[src/hdl/sfra_pkg.sv]
// ----------------------------------------------------------------------------
// sfra_pkg: shared types and constants for the serial frame receiver
// Operation and result codes, frame layout constants and parameter defaults.
// ----------------------------------------------------------------------------
package sfra_pkg;

  // Item operation codes
  typedef enum logic [1:0] {
    OpByte  = 2'd0,
    OpStart = 2'd1,
    OpTick  = 2'd2
  } op_e;

  // Result kinds
  typedef enum logic [1:0] {
    KindPayload  = 2'd0,
    KindFrameEnd = 2'd1,
    KindTimeout  = 2'd2
  } kind_e;

  // Frame layout: dest, len, src, hdr, payload, checksum
  localparam int unsigned FrameOverhead = 5;
  localparam int unsigned FrameMax      = 260;
  localparam int unsigned HeaderBytes   = 4;
  localparam int unsigned PosW          = 9;

  localparam int unsigned TimeoutBitsDefault = 16;
  localparam logic [7:0]  OwnAddrReset       = 8'h01;

endpackage

[src/hdl/serial_frame_receiver_addr_filter.sv]
// ----------------------------------------------------------------------------
// serial_frame_receiver_addr_filter: byte-serial bus frame receiver
// Parses dest/len/src/hdr/payload/checksum frames, filters replies by address,
// streams payload bytes, reports the checksum verdict and a tick timeout.
// ----------------------------------------------------------------------------
// Registers: each item's result is loaded from the input reg into the result reg.
// Throughput: one item per cycle while results are taken at the output; the
//   input register drains into the result register, and items that give no
//   result drain even while a result is stalled at the output.
// Reset: async active low; idle (not listening), all counters zero, own
//   address 1. Payload registers are not reset.
module serial_frame_receiver_addr_filter #(
  parameter int unsigned TIMEOUT_BITS = sfra_pkg::TimeoutBitsDefault
) (
  input  logic        clk_i,
  input  logic        rst_ni,
  // configuration
  input  logic        cfg_we_i,
  input  logic [7:0]  cfg_wdata_i,
  // input items
  input  logic        in_valid_i,
  output logic        in_ready_o,
  input  logic [1:0]  operation_i,
  input  logic [7:0]  rx_byte_i,
  input  logic [7:0]  peer_address_i,
  input  logic        filter_enable_i,
  input  logic [15:0] timeout_ms_i,
  // result items
  output logic        out_valid_o,
  input  logic        out_ready_i,
  output logic [1:0]  result_kind_o,
  output logic [7:0]  payload_byte_o,
  output logic [7:0]  payload_index_o,
  output logic [7:0]  frame_destination_o,
  output logic [7:0]  frame_source_o,
  output logic [7:0]  header_code_o,
  output logic [7:0]  payload_length_o,
  output logic        checksum_ok_o
);
  import sfra_pkg::*;

  // --------------------------------------------------------------------------
  // Config register
  // --------------------------------------------------------------------------
  logic [7:0] own_addr_q;

  always_ff @(posedge clk_i or negedge rst_ni) begin
    if (!rst_ni) begin
      own_addr_q <= OwnAddrReset;
    end else if (cfg_we_i) begin
      own_addr_q <= cfg_wdata_i;
    end
  end

  // --------------------------------------------------------------------------
  // Input register
  // --------------------------------------------------------------------------
  logic        st_valid_q;
  logic [1:0]  st_op_q;
  logic [7:0]  st_byte_q;
  logic [7:0]  st_peer_q;
  logic        st_filt_q;
  logic [15:0] st_tmo_q;
  logic        in_accept;
  logic        advance;

  assign in_ready_o = !st_valid_q || advance;
  assign in_accept  = in_valid_i && in_ready_o;

  always_ff @(posedge clk_i or negedge rst_ni) begin
    if (!rst_ni) begin
      st_valid_q <= 1'b0;
    end else if (in_accept) begin
      st_valid_q <= 1'b1;
    end else if (advance) begin
      st_valid_q <= 1'b0;
    end
  end

  always_ff @(posedge clk_i) begin
    if (in_accept) begin
      st_op_q   <= operation_i;
      st_byte_q <= rx_byte_i;
      st_peer_q <= peer_address_i;
      st_filt_q <= filter_enable_i;
      st_tmo_q  <= timeout_ms_i;
    end
  end

  // --------------------------------------------------------------------------
  // Receiver state
  // --------------------------------------------------------------------------
  logic                    listen_q,  listen_d;
  logic [PosW-1:0]         pos_q,     pos_d;
  logic [7:0]              sum_q,     sum_d;
  logic [7:0]              dest_q,    dest_d;
  logic [7:0]              len_q,     len_d;
  logic [7:0]              src_q,     src_d;
  logic [7:0]              hdr_q,     hdr_d;
  logic [7:0]              peer_q,    peer_d;
  logic                    filt_q,    filt_d;
  logic [TIMEOUT_BITS-1:0] elapsed_q, elapsed_d;
  logic [TIMEOUT_BITS-1:0] limit_q,   limit_d;

  // result of the item in the input register
  logic       has_res;
  kind_e      res_kind;
  logic [7:0] res_byte;
  logic [7:0] res_idx;
  logic [7:0] res_dest;
  logic [7:0] res_src;
  logic [7:0] res_hdr;
  logic [7:0] res_len;
  logic       res_ok;

  // helpers
  logic                    frame_pass;
  logic [7:0]              sum_add;
  logic [TIMEOUT_BITS-1:0] elapsed_inc;
  logic [TIMEOUT_BITS-1:0] new_limit;
  logic                    in_payload;
  logic [PosW-1:0]         payload_off;

  // Reply filter: drop our own echo, else require peer -> own.
  assign frame_pass = !filt_q ||
                      (!(src_q == own_addr_q && dest_q == peer_q) &&
                       src_q == peer_q && dest_q == own_addr_q);

  assign sum_add     = sum_q + st_byte_q;
  assign elapsed_inc = elapsed_q + TIMEOUT_BITS'(1);
  assign new_limit   = TIMEOUT_BITS'(st_tmo_q);
  // bytes before the checksum: position + 1 < len + overhead
  assign in_payload  = ((PosW'(len_q) + PosW'(FrameOverhead)) > (pos_q + PosW'(1))) &&
                       (pos_q < PosW'(FrameMax));
  assign payload_off = pos_q - PosW'(HeaderBytes);

  always_comb begin
    listen_d  = listen_q;
    pos_d     = pos_q;
    sum_d     = sum_q;
    dest_d    = dest_q;
    len_d     = len_q;
    src_d     = src_q;
    hdr_d     = hdr_q;
    peer_d    = peer_q;
    filt_d    = filt_q;
    elapsed_d = elapsed_q;
    limit_d   = limit_q;

    has_res  = 1'b0;
    res_kind = KindTimeout;
    res_byte = '0;
    res_idx  = '0;
    res_dest = '0;
    res_src  = '0;
    res_hdr  = '0;
    res_len  = '0;
    res_ok   = 1'b0;

    case (st_op_q)
      OpStart: begin
        // arm (or re-arm), dropping any partial frame; a zero timeout reports a timeout instead
        peer_d    = st_peer_q;
        filt_d    = st_filt_q;
        limit_d   = new_limit;
        elapsed_d = '0;
        pos_d     = '0;
        sum_d     = '0;
        if (new_limit == '0) begin
          listen_d = 1'b0;
          has_res  = 1'b1;
          res_kind = KindTimeout;
        end else begin
          listen_d = 1'b1;
        end
      end
      OpTick: begin
        if (listen_q) begin
          elapsed_d = elapsed_inc;
          if (elapsed_inc >= limit_q) begin
            listen_d = 1'b0;
            pos_d    = '0;
            sum_d    = '0;
            has_res  = 1'b1;
            res_kind = KindTimeout;
          end
        end
      end
      OpByte: begin
        if (listen_q) begin
          if (pos_q == PosW'(0)) begin
            dest_d = st_byte_q;
            sum_d  = st_byte_q;
            pos_d  = PosW'(1);
          end else begin
            sum_d = sum_add;
            if (pos_q == PosW'(1)) begin
              len_d = st_byte_q;
              pos_d = PosW'(2);
            end else if (pos_q == PosW'(2)) begin
              src_d = st_byte_q;
              pos_d = PosW'(3);
            end else if (pos_q == PosW'(3)) begin
              hdr_d = st_byte_q;
              pos_d = PosW'(HeaderBytes);
            end else if (in_payload) begin
              pos_d = pos_q + PosW'(1);
              if (frame_pass) begin
                has_res  = 1'b1;
                res_kind = KindPayload;
                res_byte = st_byte_q;
                res_idx  = payload_off[7:0];
                res_dest = dest_q;
                res_src  = src_q;
                res_hdr  = hdr_q;
                res_len  = len_q;
              end
            end else begin
              // checksum byte closes the frame
              pos_d = '0;
              sum_d = '0;
              if (frame_pass) begin
                if (sum_add == 8'd0) begin
                  listen_d = 1'b0;
                end
                has_res  = 1'b1;
                res_kind = KindFrameEnd;
                res_dest = dest_q;
                res_src  = src_q;
                res_hdr  = hdr_q;
                res_len  = len_q;
                res_ok   = (sum_add == 8'd0);
              end
            end
          end
        end
      end
      default: begin
        // unused operation code: no effect
      end
    endcase
  end

  // An item leaves the input register unless its result has no room.
  assign advance = st_valid_q && (!has_res || !out_valid_o || out_ready_i);

  always_ff @(posedge clk_i or negedge rst_ni) begin
    if (!rst_ni) begin
      listen_q  <= 1'b0;
      pos_q     <= '0;
      sum_q     <= '0;
      dest_q    <= '0;
      len_q     <= '0;
      src_q     <= '0;
      hdr_q     <= '0;
      peer_q    <= '0;
      filt_q    <= 1'b0;
      elapsed_q <= '0;
      limit_q   <= '0;
    end else if (advance) begin
      listen_q  <= listen_d;
      pos_q     <= pos_d;
      sum_q     <= sum_d;
      dest_q    <= dest_d;
      len_q     <= len_d;
      src_q     <= src_d;
      hdr_q     <= hdr_d;
      peer_q    <= peer_d;
      filt_q    <= filt_d;
      elapsed_q <= elapsed_d;
      limit_q   <= limit_d;
    end
  end

  // --------------------------------------------------------------------------
  // Result register
  // --------------------------------------------------------------------------
  logic out_valid_q;
  logic out_load;

  assign out_load    = advance && has_res;
  assign out_valid_o = out_valid_q;

  always_ff @(posedge clk_i or negedge rst_ni) begin
    if (!rst_ni) begin
      out_valid_q <= 1'b0;
    end else if (out_load) begin
      out_valid_q <= 1'b1;
    end else if (out_ready_i) begin
      out_valid_q <= 1'b0;
    end
  end

  always_ff @(posedge clk_i) begin
    if (out_load) begin
      result_kind_o       <= res_kind;
      payload_byte_o      <= res_byte;
      payload_index_o     <= res_idx;
      frame_destination_o <= res_dest;
      frame_source_o      <= res_src;
      header_code_o       <= res_hdr;
      payload_length_o    <= res_len;
      checksum_ok_o       <= res_ok;
    end
  end

  // --------------------------------------------------------------------------
  // Assertions
  // --------------------------------------------------------------------------
  a_timeout_stops: assert property (@(posedge clk_i) disable iff (!rst_ni)
    (out_load && res_kind == KindTimeout) |=> !listen_q)
    else $error("listening after timeout result");

  a_good_frame_stops: assert property (@(posedge clk_i) disable iff (!rst_ni)
    (out_load && res_kind == KindFrameEnd && res_ok) |=> !listen_q)
    else $error("listening after good frame");

  a_pos_bound: assert property (@(posedge clk_i) disable iff (!rst_ni)
    pos_q < PosW'(FrameMax))
    else $error("byte position past frame maximum");

  a_stall_holds_item: assert property (@(posedge clk_i) disable iff (!rst_ni)
    (st_valid_q && !advance) |=> (st_valid_q && $stable(st_op_q)))
    else $error("stalled item lost from input register");

endmodule
[config.mk]
export PLATFORM = sky130hd
export DESIGN_NAME = serial_frame_receiver_addr_filter
export DESIGN_NICKNAME = d
export VERILOG_FILES = /design/src/hdl/sfra_pkg.sv /design/src/hdl/serial_frame_receiver_addr_filter.sv
export SDC_FILE = /design/constraint.sdc
export NUM_CORES = 1
export LEC_CHECK = 0
export ABC_CLOCK_PERIOD_IN_PS = 8590
export BUFFER_PORTS_ARGS = -buffer_cell sky130_fd_sc_hd__buf_2
export CAP_MARGIN = 20
export CORE_ASPECT_RATIO = 2
export CORE_MARGIN = 2
export CORE_UTILIZATION = 30
export DETAILED_ROUTE_END_ITERATION = 16
export PLACE_DENSITY = 0.49
export SYNTH_ARGS = -nofsm -noshare
export SYNTH_HDL_FRONTEND = slang
export SYNTH_SLANG_ARGS = --single-unit
[constraint.sdc]
create_clock -name clk_i -period 8.59 [get_ports clk_i]
set_input_delay 0 -clock clk_i [delete_from_list [all_inputs] [get_ports clk_i]]
set_output_delay 0 -clock clk_i [all_outputs]
set_load 0.02 [all_outputs]
Yosys cells after proc, flatten, opt, wreduce, memory -nomap -nowiden
Index checks and enable logic that the tools add are counted.
- div/mod/pow operators: 0
- reduce and logical (&&, ||, !) cells: 36
- add/sub/neg operators: 5
- multiply operators: 0
- multiplexer cells: 49
- shifts and indexed selects: 0
- magnitude comparators: 3
- bitwise logic cells: 7
- eq/ne operators: 12
- operators with widths (operator ; count):
    $mux W9 ; 8
    $mux W8 ; 8
    $eq A8 B8 Y1 ; 4
    $pmux W16 S2 ; 1
    $pmux W9 S3 ; 1
    $mux W1 ; 24
    $pmux W8 S3 ; 1
    $eq A9 B2 Y1 const B ; 2
    $add A16 B1 Y16 const B ; 1
    $ge A16 B16 Y1 ; 1
    $logic_not A16 Y1 ; 1
    $mux W16 ; 1
    $reduce_or A8 Y1 ; 2
    $reduce_and A5 Y1 ; 2
    $add A8 B3 Y9 const B ; 1
    $add A9 B1 Y9 const B ; 1
    $eq A9 B1 Y1 const B ; 1
    $gt A9 B9 Y1 ; 1
    $logic_not A9 Y1 ; 1
    $lt A9 B9 Y1 const B ; 1
    $add A8 B8 Y8 ; 1
    $logic_not A8 Y1 ; 1
    $sub A8 B3 Y8 const B ; 1
    $logic_and A1 B1 Y1 ; 7
    18 further kinds ; 39
- ROM bits: 0
- register bits after elaboration: 187
- logic and storage cells: 139
- latch bits: 0
- bits of input ports: 48
- output and inout port bits: 53
- memories kept: 0
- bits in writable memories: 0

Depth between registers and ports, before layout
Gate-level depths: netlist of run 1.
- depth in word-level cells: 20
- gate-level depth with buffers: 19
- gate-level depth less buffers: 16

Worst setup path before layout of run 1
Ideal clock, no wire load.
- path type: reg2reg
- start point: register elapsed_q[0]
- end point: register checksum_ok_o, enable pin
- arrival: 5334 ps
- buffers on the path: 1
- cell stages (with the launch flop): 17
- period minus slack after synthesis: 5794 ps
- library setup time: 460 ps
- slack: 2796 ps
- data required time: 8130 ps
- path through: dfrtp_1 ha_1 nand3_1 nor3_1 and3_1 clkbuf_1 and3_1 nand3_1 xnor2_1 ha_1 nand4_1 a2111oi_0 a211oi_1 o21ai_0 nand2b_1 nand2_1 nor2_1
- word-level cells in the longest chain between the ends: 10
- RTL lines (element ; RTL line ; text):
    start: declaration ; serial_frame_receiver_addr_filter.sv:102 ; logic [TIMEOUT_BITS-1:0] elapsed_q, elapsed_d;
    start signal: assignment ; serial_frame_receiver_addr_filter.sv:270 ; elapsed_q <= elapsed_d;
    $add A16 B1 Y16 * ; serial_frame_receiver_addr_filter.sv:130 ; assign elapsed_inc = elapsed_q + TIMEOUT_BITS'(1);
    $ge A16 B16 Y1 * ; serial_frame_receiver_addr_filter.sv:180 ; if (elapsed_inc >= limit_q) begin
    $mux W1 * ; serial_frame_receiver_addr_filter.sv:180 ;
    $mux W1 * ; serial_frame_receiver_addr_filter.sv:178 ; if (listen_q) begin
    $pmux W1 S3 * ; serial_frame_receiver_addr_filter.sv:160 ; case (st_op_q)
    $logic_not A1 Y1 ; serial_frame_receiver_addr_filter.sv:245 ; assign advance = st_valid_q && (!has_res || !out_valid_o || out_ready_i);
    $logic_or A1 B1 Y1 (2 in series) ; serial_frame_receiver_addr_filter.sv:245 ;
    $logic_and A1 B1 Y1 ; serial_frame_receiver_addr_filter.sv:245 ;
    $logic_and A1 B1 Y1 * ; serial_frame_receiver_addr_filter.sv:281 ; assign out_load = advance && has_res;
    net out_load ; serial_frame_receiver_addr_filter.sv:279 ; logic out_load;
    end signal: assignment ; serial_frame_receiver_addr_filter.sv:303 ; checksum_ok_o <= res_ok;
    end: declaration ; serial_frame_receiver_addr_filter.sv:38 ; output logic checksum_ok_o
Mark *: on every way through the listed nets, which the timed path passes. The rest lies on a longest branch.
A chain may end at the register's enable or synchronous reset.

Final worst setup path of run 1
- start point: register elapsed_q[0]
- end point: register limit_q[15]
- word-level cells in the longest chain between the ends: 10
- RTL lines (element ; RTL line ; text):
    $add A16 B1 Y16 ; serial_frame_receiver_addr_filter.sv:130 ;
    $ge A16 B16 Y1 ; serial_frame_receiver_addr_filter.sv:180 ;
    $mux W1 ; serial_frame_receiver_addr_filter.sv:180 ;
    $mux W1 ; serial_frame_receiver_addr_filter.sv:178 ;
    $pmux W1 S3 ; serial_frame_receiver_addr_filter.sv:160 ;
    $logic_not A1 Y1 ; serial_frame_receiver_addr_filter.sv:245 ;
    $logic_or A1 B1 Y1 (2 in series) ; serial_frame_receiver_addr_filter.sv:245 ;
    $logic_and A1 B1 Y1 ; serial_frame_receiver_addr_filter.sv:245 ;
    $reduce_and A2 Y1 (no source line) ; n/a ;
    end signal: assignment ; serial_frame_receiver_addr_filter.sv:271 ; limit_q <= limit_d;
    end: declaration ; serial_frame_receiver_addr_filter.sv:103 ; logic [TIMEOUT_BITS-1:0] limit_q, limit_d;
No other way between the ends.

==> results of run 1 <==
cell usage after synthesis, types with 2 or more instances:
| cell type | n | area, sq um |
|---|---|---|
| nor2b_1 | 5 | 31.3 |
| or4_1 | 5 | 37.5 |
| mux2_2 | 54 | 608 |
| o21ai_0 | 23 | 115 |
| xnor2_1 | 34 | 298 |
| inv_1 | 32 | 120 |
| o31ai_1 | 11 | 82.6 |
| o211ai_1 | 3 | 22.5 |
| o41ai_1 | 4 | 35.0 |
| buf_4 | 2 | 15.0 |
| xor2_1 | 34 | 298 |
| a41oi_1 | 4 | 35.0 |
| a211oi_1 | 4 | 30.0 |
| ha_1 | 41 | 513 |
| o21a_1 | 5 | 37.5 |
| edfxtp_1 | 86 | 2580 |
| mux2i_1 | 7 | 70.1 |
| nor3_1 | 9 | 45.0 |
| nand2_1 | 33 | 124 |
| and2_1 | 35 | 219 |
| a31oi_1 | 11 | 68.8 |
| nand2b_1 | 7 | 43.8 |
| dfrtp_1 | 100 | 2500 |
| nor4_1 | 8 | 50.1 |
| clkbuf_1 | 23 | 86.3 |
| nor2_1 | 36 | 135 |
| and3_1 | 18 | 113 |
| buf_2 | 2 | 10.0 |
| nand4_1 | 14 | 87.6 |
| a22o_1 | 6 | 52.6 |
| nand3_1 | 18 | 90.1 |
| a21o_1 | 3 | 22.5 |
| a21oi_1 | 16 | 80.1 |
| mux2_1 | 20 | 225 |
| buf_6 | 2 | 22.5 |
layout make-up:
| type | instances | area, sq um |
|---|---|---|
| multi-input cells | 494 | 3860 |
| fillers | 2985 | 18900 |
| well taps | 368 | 460 |
| inverters | 32 | 120 |
| clock buffers | 21 | 450 |
| clock inverters | 11 | 156 |
| repair buffers | 161 | 1100 |
| flip-flops and latches | 187 | 5110 |
through the flow:
stage | instance area, sq um | util | hold WS [ns] | setup WS, ns | std cells
2_1_floorplan | 9210 | - | -0.296 | 2.80 | 742
3_3_place_gp | 10100 | 0.335 | 0.0636 | 3.64 | 1188
3_5_place_dp | 10100 | 0.335 | 0.0616 | 3.55 | 1188
4_1_cts | 11300 | 0.373 | 0.114 | 3.53 | 1274
5_1_grt | 11300 | 0.373 | 0.173 | 3.13 | 1274
6_report | 11300 | 0.373 | 0.102 | 3.55 | 1274
cell families (layout without fill, tap and decap cells):
logic type,Yosys count,count (layout),synth area share
and+or+nand+nor,200,200,0.120
DFF,187,187,0.555
AOI/OAI and AO/OA,103,103,0.0767
muxes,81,81,0.0980
xor gates and xnor gates,68,68,0.0646
buffers and inverters,61,225,0.0276
adders and majority gates,42,42,0.0578
metal layers:
layer | routed length (um) | share of wire | global-route usage
met5 | 0 | 0 | 0
met4 | 647 | 0.029 | 0.0691
met3 | 543 | 0.024 | 0.0254
met2 | 12800 | 0.56 | 0.279
met1 | 8700 | 0.38 | 0.155
state kept, by name, indices dropped and copies added (netlist names), 9 cells and up:
name / count
elapsed_q: 16
limit_q: 16
new_limit: 16
pos_q: 9
path summary, 6_finish.rpt:
| check | from | depth (start not counted) | slack [ns] | end |
|---|---|---|---|---|
| worst max-delay path | elapsed_q[0]$_DFFE_PN0P_ | 17 | 3.55 | limit_q[15]$_DFFE_PN0P_ |
| worst min-delay path | rst_ni | 2 | 0.10 | own_addr_q[4]$_DFFE_PN0P_ |
| worst max register to register | elapsed_q[0]$_DFFE_PN0P_ | 17 | 3.55 | limit_q[15]$_DFFE_PN0P_ |
| worst min register to register | st_peer_q[6]$_DFFE_PP_ | 1 | 0.47 | peer_q[6]$_DFFE_PN0P_ |
| max in group asynchronous | rst_ni | 3 | 7.25 | pos_q[7]$_DFFE_PN0P_ |
| min in group clk_i | peer_address_i[7] | 2 | 0.25 | st_peer_q[7]$_DFFE_PP_ |
where the power goes:
group / internal, mW / leakage, nW / switching [mW]
registers: 1.04 / 2.10 / 0.107
logic: 0.244 / 2.38 / 0.273
clock network: 0.471 / 0.291 / 0.358
timing repair:
item                                   CTS  global route
setup endpoints to repair                0             0
hold buffers                            54             0
endpoints found under the hold margin   90             0
cell usage in the layout, fill, tap and decap left out, types with 23 or more instances in the layout:
cell type and n:
inv_1 32, xor2_1 34, nand2_1 33, dlygate4sd3_1 54
xnor2_1 34, o21ai_0 23, dfrtp_1 100, mux2_2 54
and2_1 35, nor2_1 35, buf_2 99, ha_1 41
edfxtp_1 86
==> impl_metrics.toml, run 1 <==
[synthesis]
ys_seq_area_frac = 0.555
syn_inst = 742
ys_ff_latch = 187
syn_nets = 832
synth_top_flop_cell = "dfrtp_1"
yosys_warnings = 0
synth_area_sq_mm = 0.00921
synth_edf_count = 86
synth_cell_types = 62
avgSynthCellArea_sq_um = 12.4
synthArstFlopShare = 0.540

[worst_setup_path]
crit_path_end_kind = "flop"
crit_slowest_cell = "o21a_1"
critical-path-top-delay-family = "simple AND/OR/NAND/NOR gates"
worstPathRequired_ns = 8.92
crit_chain = "ha_1, nand3_1, nor3_1, and3_1, and3_1, nand3_1, xnor2_1, ha_1, o21ai_0, nor2_1, or3_1, a211oi_1, o21ai_0, o21a_1, nor3_4, buf_4, mux2_2"
arrival_ns = 5.37
timing.critical_path.buf_inv = 1
crit_fanout = 25
cpPeakStageDelay_ns = 0.47
startpoint_type = "flop"
worstSetupPathType = "reg2reg"

[grt]
antenna_found_initial = 0
grt_pass1_vias = 6447
grt-ovfl-total = 0
grt_use_total = 0.148
grt_pass1_wl_um = 35600
grt_max_degree = 57

[flow_run]
max-cap-violations = 0

[timing]
finalSetupViolCount = 0
slew_violations = 0
tightest_slew_ns = 0.802
setup_tns_ns = 0
fin_crit_ns = 5.04
rsz0062_at_grt = "false"
fmax_mhz = 199
hold_viol_final = 0
max-slew-margin-rel = 0.463
skew_ns = 0.00986
fin_crit_sh = 0.586

[cells_and_area]
syn2layout_area_growth_pct = 22.1
finalNetCount = 983
diodes = 0
drive_gt1_frac = 0.224

[routing]
drt_first_iter_violations = 295
drc = 0
drt-pass1-iter-count = 4
detail-route-antenna-nets = 0
vias = 6169
via_per_inst = 4.84
wl_per_cell_um = 17.8
totalWireLength_um = 22700

[clock_tree]
clock-sinks = 187
cts_root_buf = "clkbuf_16"
clockBufferDepth = 2
cts.clk_slew.worst_paths_ns = 0.06
ctsResizeCount = 0
clk_latency_ns = 0.45
cts_tree = "built"
postCtsSetupBuffers = 0
htree_levels = 4
cts_inserted_buffers = 17

[floorplanning]
rows = 90
core-area_sq_mm = 0.0302
die_w_um = 128
boundaryPins = 101
dieHeight_um = 252
dieArea_sq_mm = 0.0322
initial_core_util = 0.305

[placed_design]
gp_congestion = 0.820
hpwl_um = 16500
port-buffer-count = 100

[power_and_ir_drop]
cellPowerDensity_mw_per_mm2 = 221
power_leakage_nw = 4.77
p_total_mw = 2.49
ir_drop_mv = 0.132

[min_path]
hp-class = "in2async"

[outcome]
status = "finished, final reports clean"
(Power assumes the default switching activity.)
==> run 2: changes to the inputs <==
--- a/config.mk
+++ b/config.mk
@@ -5,7 +5,7 @@
 export SDC_FILE = /design/constraint.sdc
 export NUM_CORES = 1
 export LEC_CHECK = 0
-export ABC_CLOCK_PERIOD_IN_PS = 8590
+export ABC_CLOCK_PERIOD_IN_PS = 4750
 export BUFFER_PORTS_ARGS = -buffer_cell sky130_fd_sc_hd__buf_2
 export CAP_MARGIN = 20
 export CORE_ASPECT_RATIO = 2
==> constraint.sdc (replaced) <==
create_clock -name clk_i -period 4.75 [get_ports clk_i]
set_input_delay 0 -clock clk_i [delete_from_list [all_inputs] [get_ports clk_i]]
set_output_delay 0 -clock clk_i [all_outputs]
set_load 0.02 [all_outputs]
==> impl_metrics.toml, run 2 (synthesis results as in run 1) <==
[floorplanning]
die_w_um = 128
rows = 90
dieHeight_um = 252
initial_core_util = 0.305
dieArea_sq_mm = 0.0322
core-area_sq_mm = 0.0302
boundaryPins = 101

[worst_setup_path]
worstSetupPathType = "reg2reg"
crit_fanout = 25
arrival_ns = 4.59
crit_path_end_kind = "flop"
worstPathRequired_ns = 5.08
startpoint_type = "flop"

[routing]
totalWireLength_um = 23000
drc = 0
vias = 6221
wl_per_cell_um = 18.0
via_per_inst = 4.85
detail-route-antenna-nets = 0
drt-pass1-iter-count = 5
drt_first_iter_violations = 331

[clock_tree]
htree_levels = 4
cts_tree = "built"
cts.clk_slew.worst_paths_ns = 0.07
clockBufferDepth = 2
clock-sinks = 187
clk_latency_ns = 0.45
cts_root_buf = "clkbuf_16"
cts_inserted_buffers = 17

[cells_and_area]
layout_commonest_cell = "dfrtp_1"
finalInstanceArea_sq_mm = 0.0114
finalNetCount = 991
final_cell_mix = "dfrtp_1 (100), buf_2 (99), edfxtp_1 (86), mux2_2 (54), dlygate4sd3_1 (53)"
final_cells = 1282
syn2layout_area_growth_pct = 23.7
diodes = 0
drive_gt1_frac = 0.240
utilization = 0.378

[timing]
skew_ns = 0.0115
slew_violations = 0
fin_crit_sh = 0.896
rsz0062_at_grt = "false"
hold_viol_final = 0
fin_crit_ns = 4.26
max-slew-margin-rel = 0.416
fmax_mhz = 235
setup_ws_ns = 0.493
whs_ns = 0.0128
setup_tns_ns = 0
tightest_slew_ns = 0.877
finalSetupViolCount = 0

[placed_design]
gp_congestion = 0.861
place_ws_ns = 0.141
port-buffer-count = 100
dp_cells = 1196
hpwl_um = 16800
dpl_cell_area_sq_mm = 0.0102

[grt]
grt_max_degree = 65
grt-ovfl-total = 0
grt_busiest_layer = "met2"
grtUsageMet1 = 0.156
grtUsageMet2 = 0.279
grt_use_total = 0.150
antenna_found_initial = 0
use_met3 = 0.0274
grt_pass1_vias = 6535
grt_pass1_wl_um = 36100

[power_and_ir_drop]
p_total_mw = 4.60
power_leakage_nw = 4.84
cellPowerDensity_mw_per_mm2 = 404
ir_drop_mv = 0.327

[outcome]
status = "finished, final reports clean"

[flow_run]
max-cap-violations = 0

[min_path]
hp-class = "in2reg"
-- run 2: changes by cell type in the layout (fill, tap and decap cells not counted), moves of 2 or more --
cell / before / now
inv_8: 1 / 3
buf_4: 8 / 14
buf_12: 0 / 3
clkbuf_1: 3 / 0
-- run 2: repair_timing --
item / 4_1_cts / 5_1_grt
hold endpoints to repair: 106 / 0
setup endpoints to repair: 0 / 136
resized for setup: 0 / 5
buffers inserted: 0 / 1
hold buffers: 53 / 0
-- run 2: metal layers --
metal	routed length, um	up-vias
li1	-	3018
met1	8640	3054
met2	12900	111
met3	566	38
met4	895	0
met5	0	-
-- run 2: critical path: stages, from the launching register on --
cell and delay [ns]:
dfrtp_1 0.41, and3_1 0.17, nand3_1 0.13, nor2_2 0.24, and3_1 0.28, nand3_1 0.21
nor2_1 0.23, xor2_1 0.18, ha_1 0.26, nand4_1 0.14, nor3_1 0.07, or3_1 0.32
a211oi_2 0.28, o21ai_1 0.16, o21a_2 0.30, nor3_4 0.18, buf_12 0.22, mux2_2 0.34
-- run 2: area by class of cell --
cell class | instances | area [sq um]
Inverter | 32 | 120
Fill cell | 2973 | 18800
Tap cell | 368 | 460
Timing Repair Buffer | 169 | 1190
Clock inverter | 14 | 205
Clock buffer | 18 | 439
Multi-Input combinational cell | 494 | 3870
Sequential cell | 187 | 5110
-- run 2: path summary, 6_finish.rpt --
| check | startpoint | slack, ns | end | depth (start not counted) |
|---|---|---|---|---|
| worst min register to register | st_peer_q[6]$_DFFE_PP_ | 0.47 | peer_q[6]$_DFFE_PN0P_ | 1 |
| worst max-delay path | elapsed_q[0]$_DFFE_PN0P_ | 0.49 | limit_q[1]$_DFFE_PN0P_ | 17 |
| worst min-delay path | out_ready_i | 0.01 | out_valid_o$_DFFE_PN0P_ | 4 |
| max in group asynchronous | rst_ni | 3.46 | elapsed_q[8]$_DFFE_PN0P_ | 3 |
| worst max register to register | elapsed_q[0]$_DFFE_PN0P_ | 0.49 | limit_q[1]$_DFFE_PN0P_ | 17 |
| min in group asynchronous | rst_ni | 0.19 | own_addr_q[4]$_DFFE_PN0P_ | 2 |
-- run 2: where the power goes --
group / internal [mW] / switching, mW / leakage, nW / total (mW)
sequential: 1.87 / 0.204 / 2.10 / 2.08
clock: 0.909 / 0.668 / 0.313 / 1.58
combinational: 0.449 / 0.497 / 2.44 / 0.946
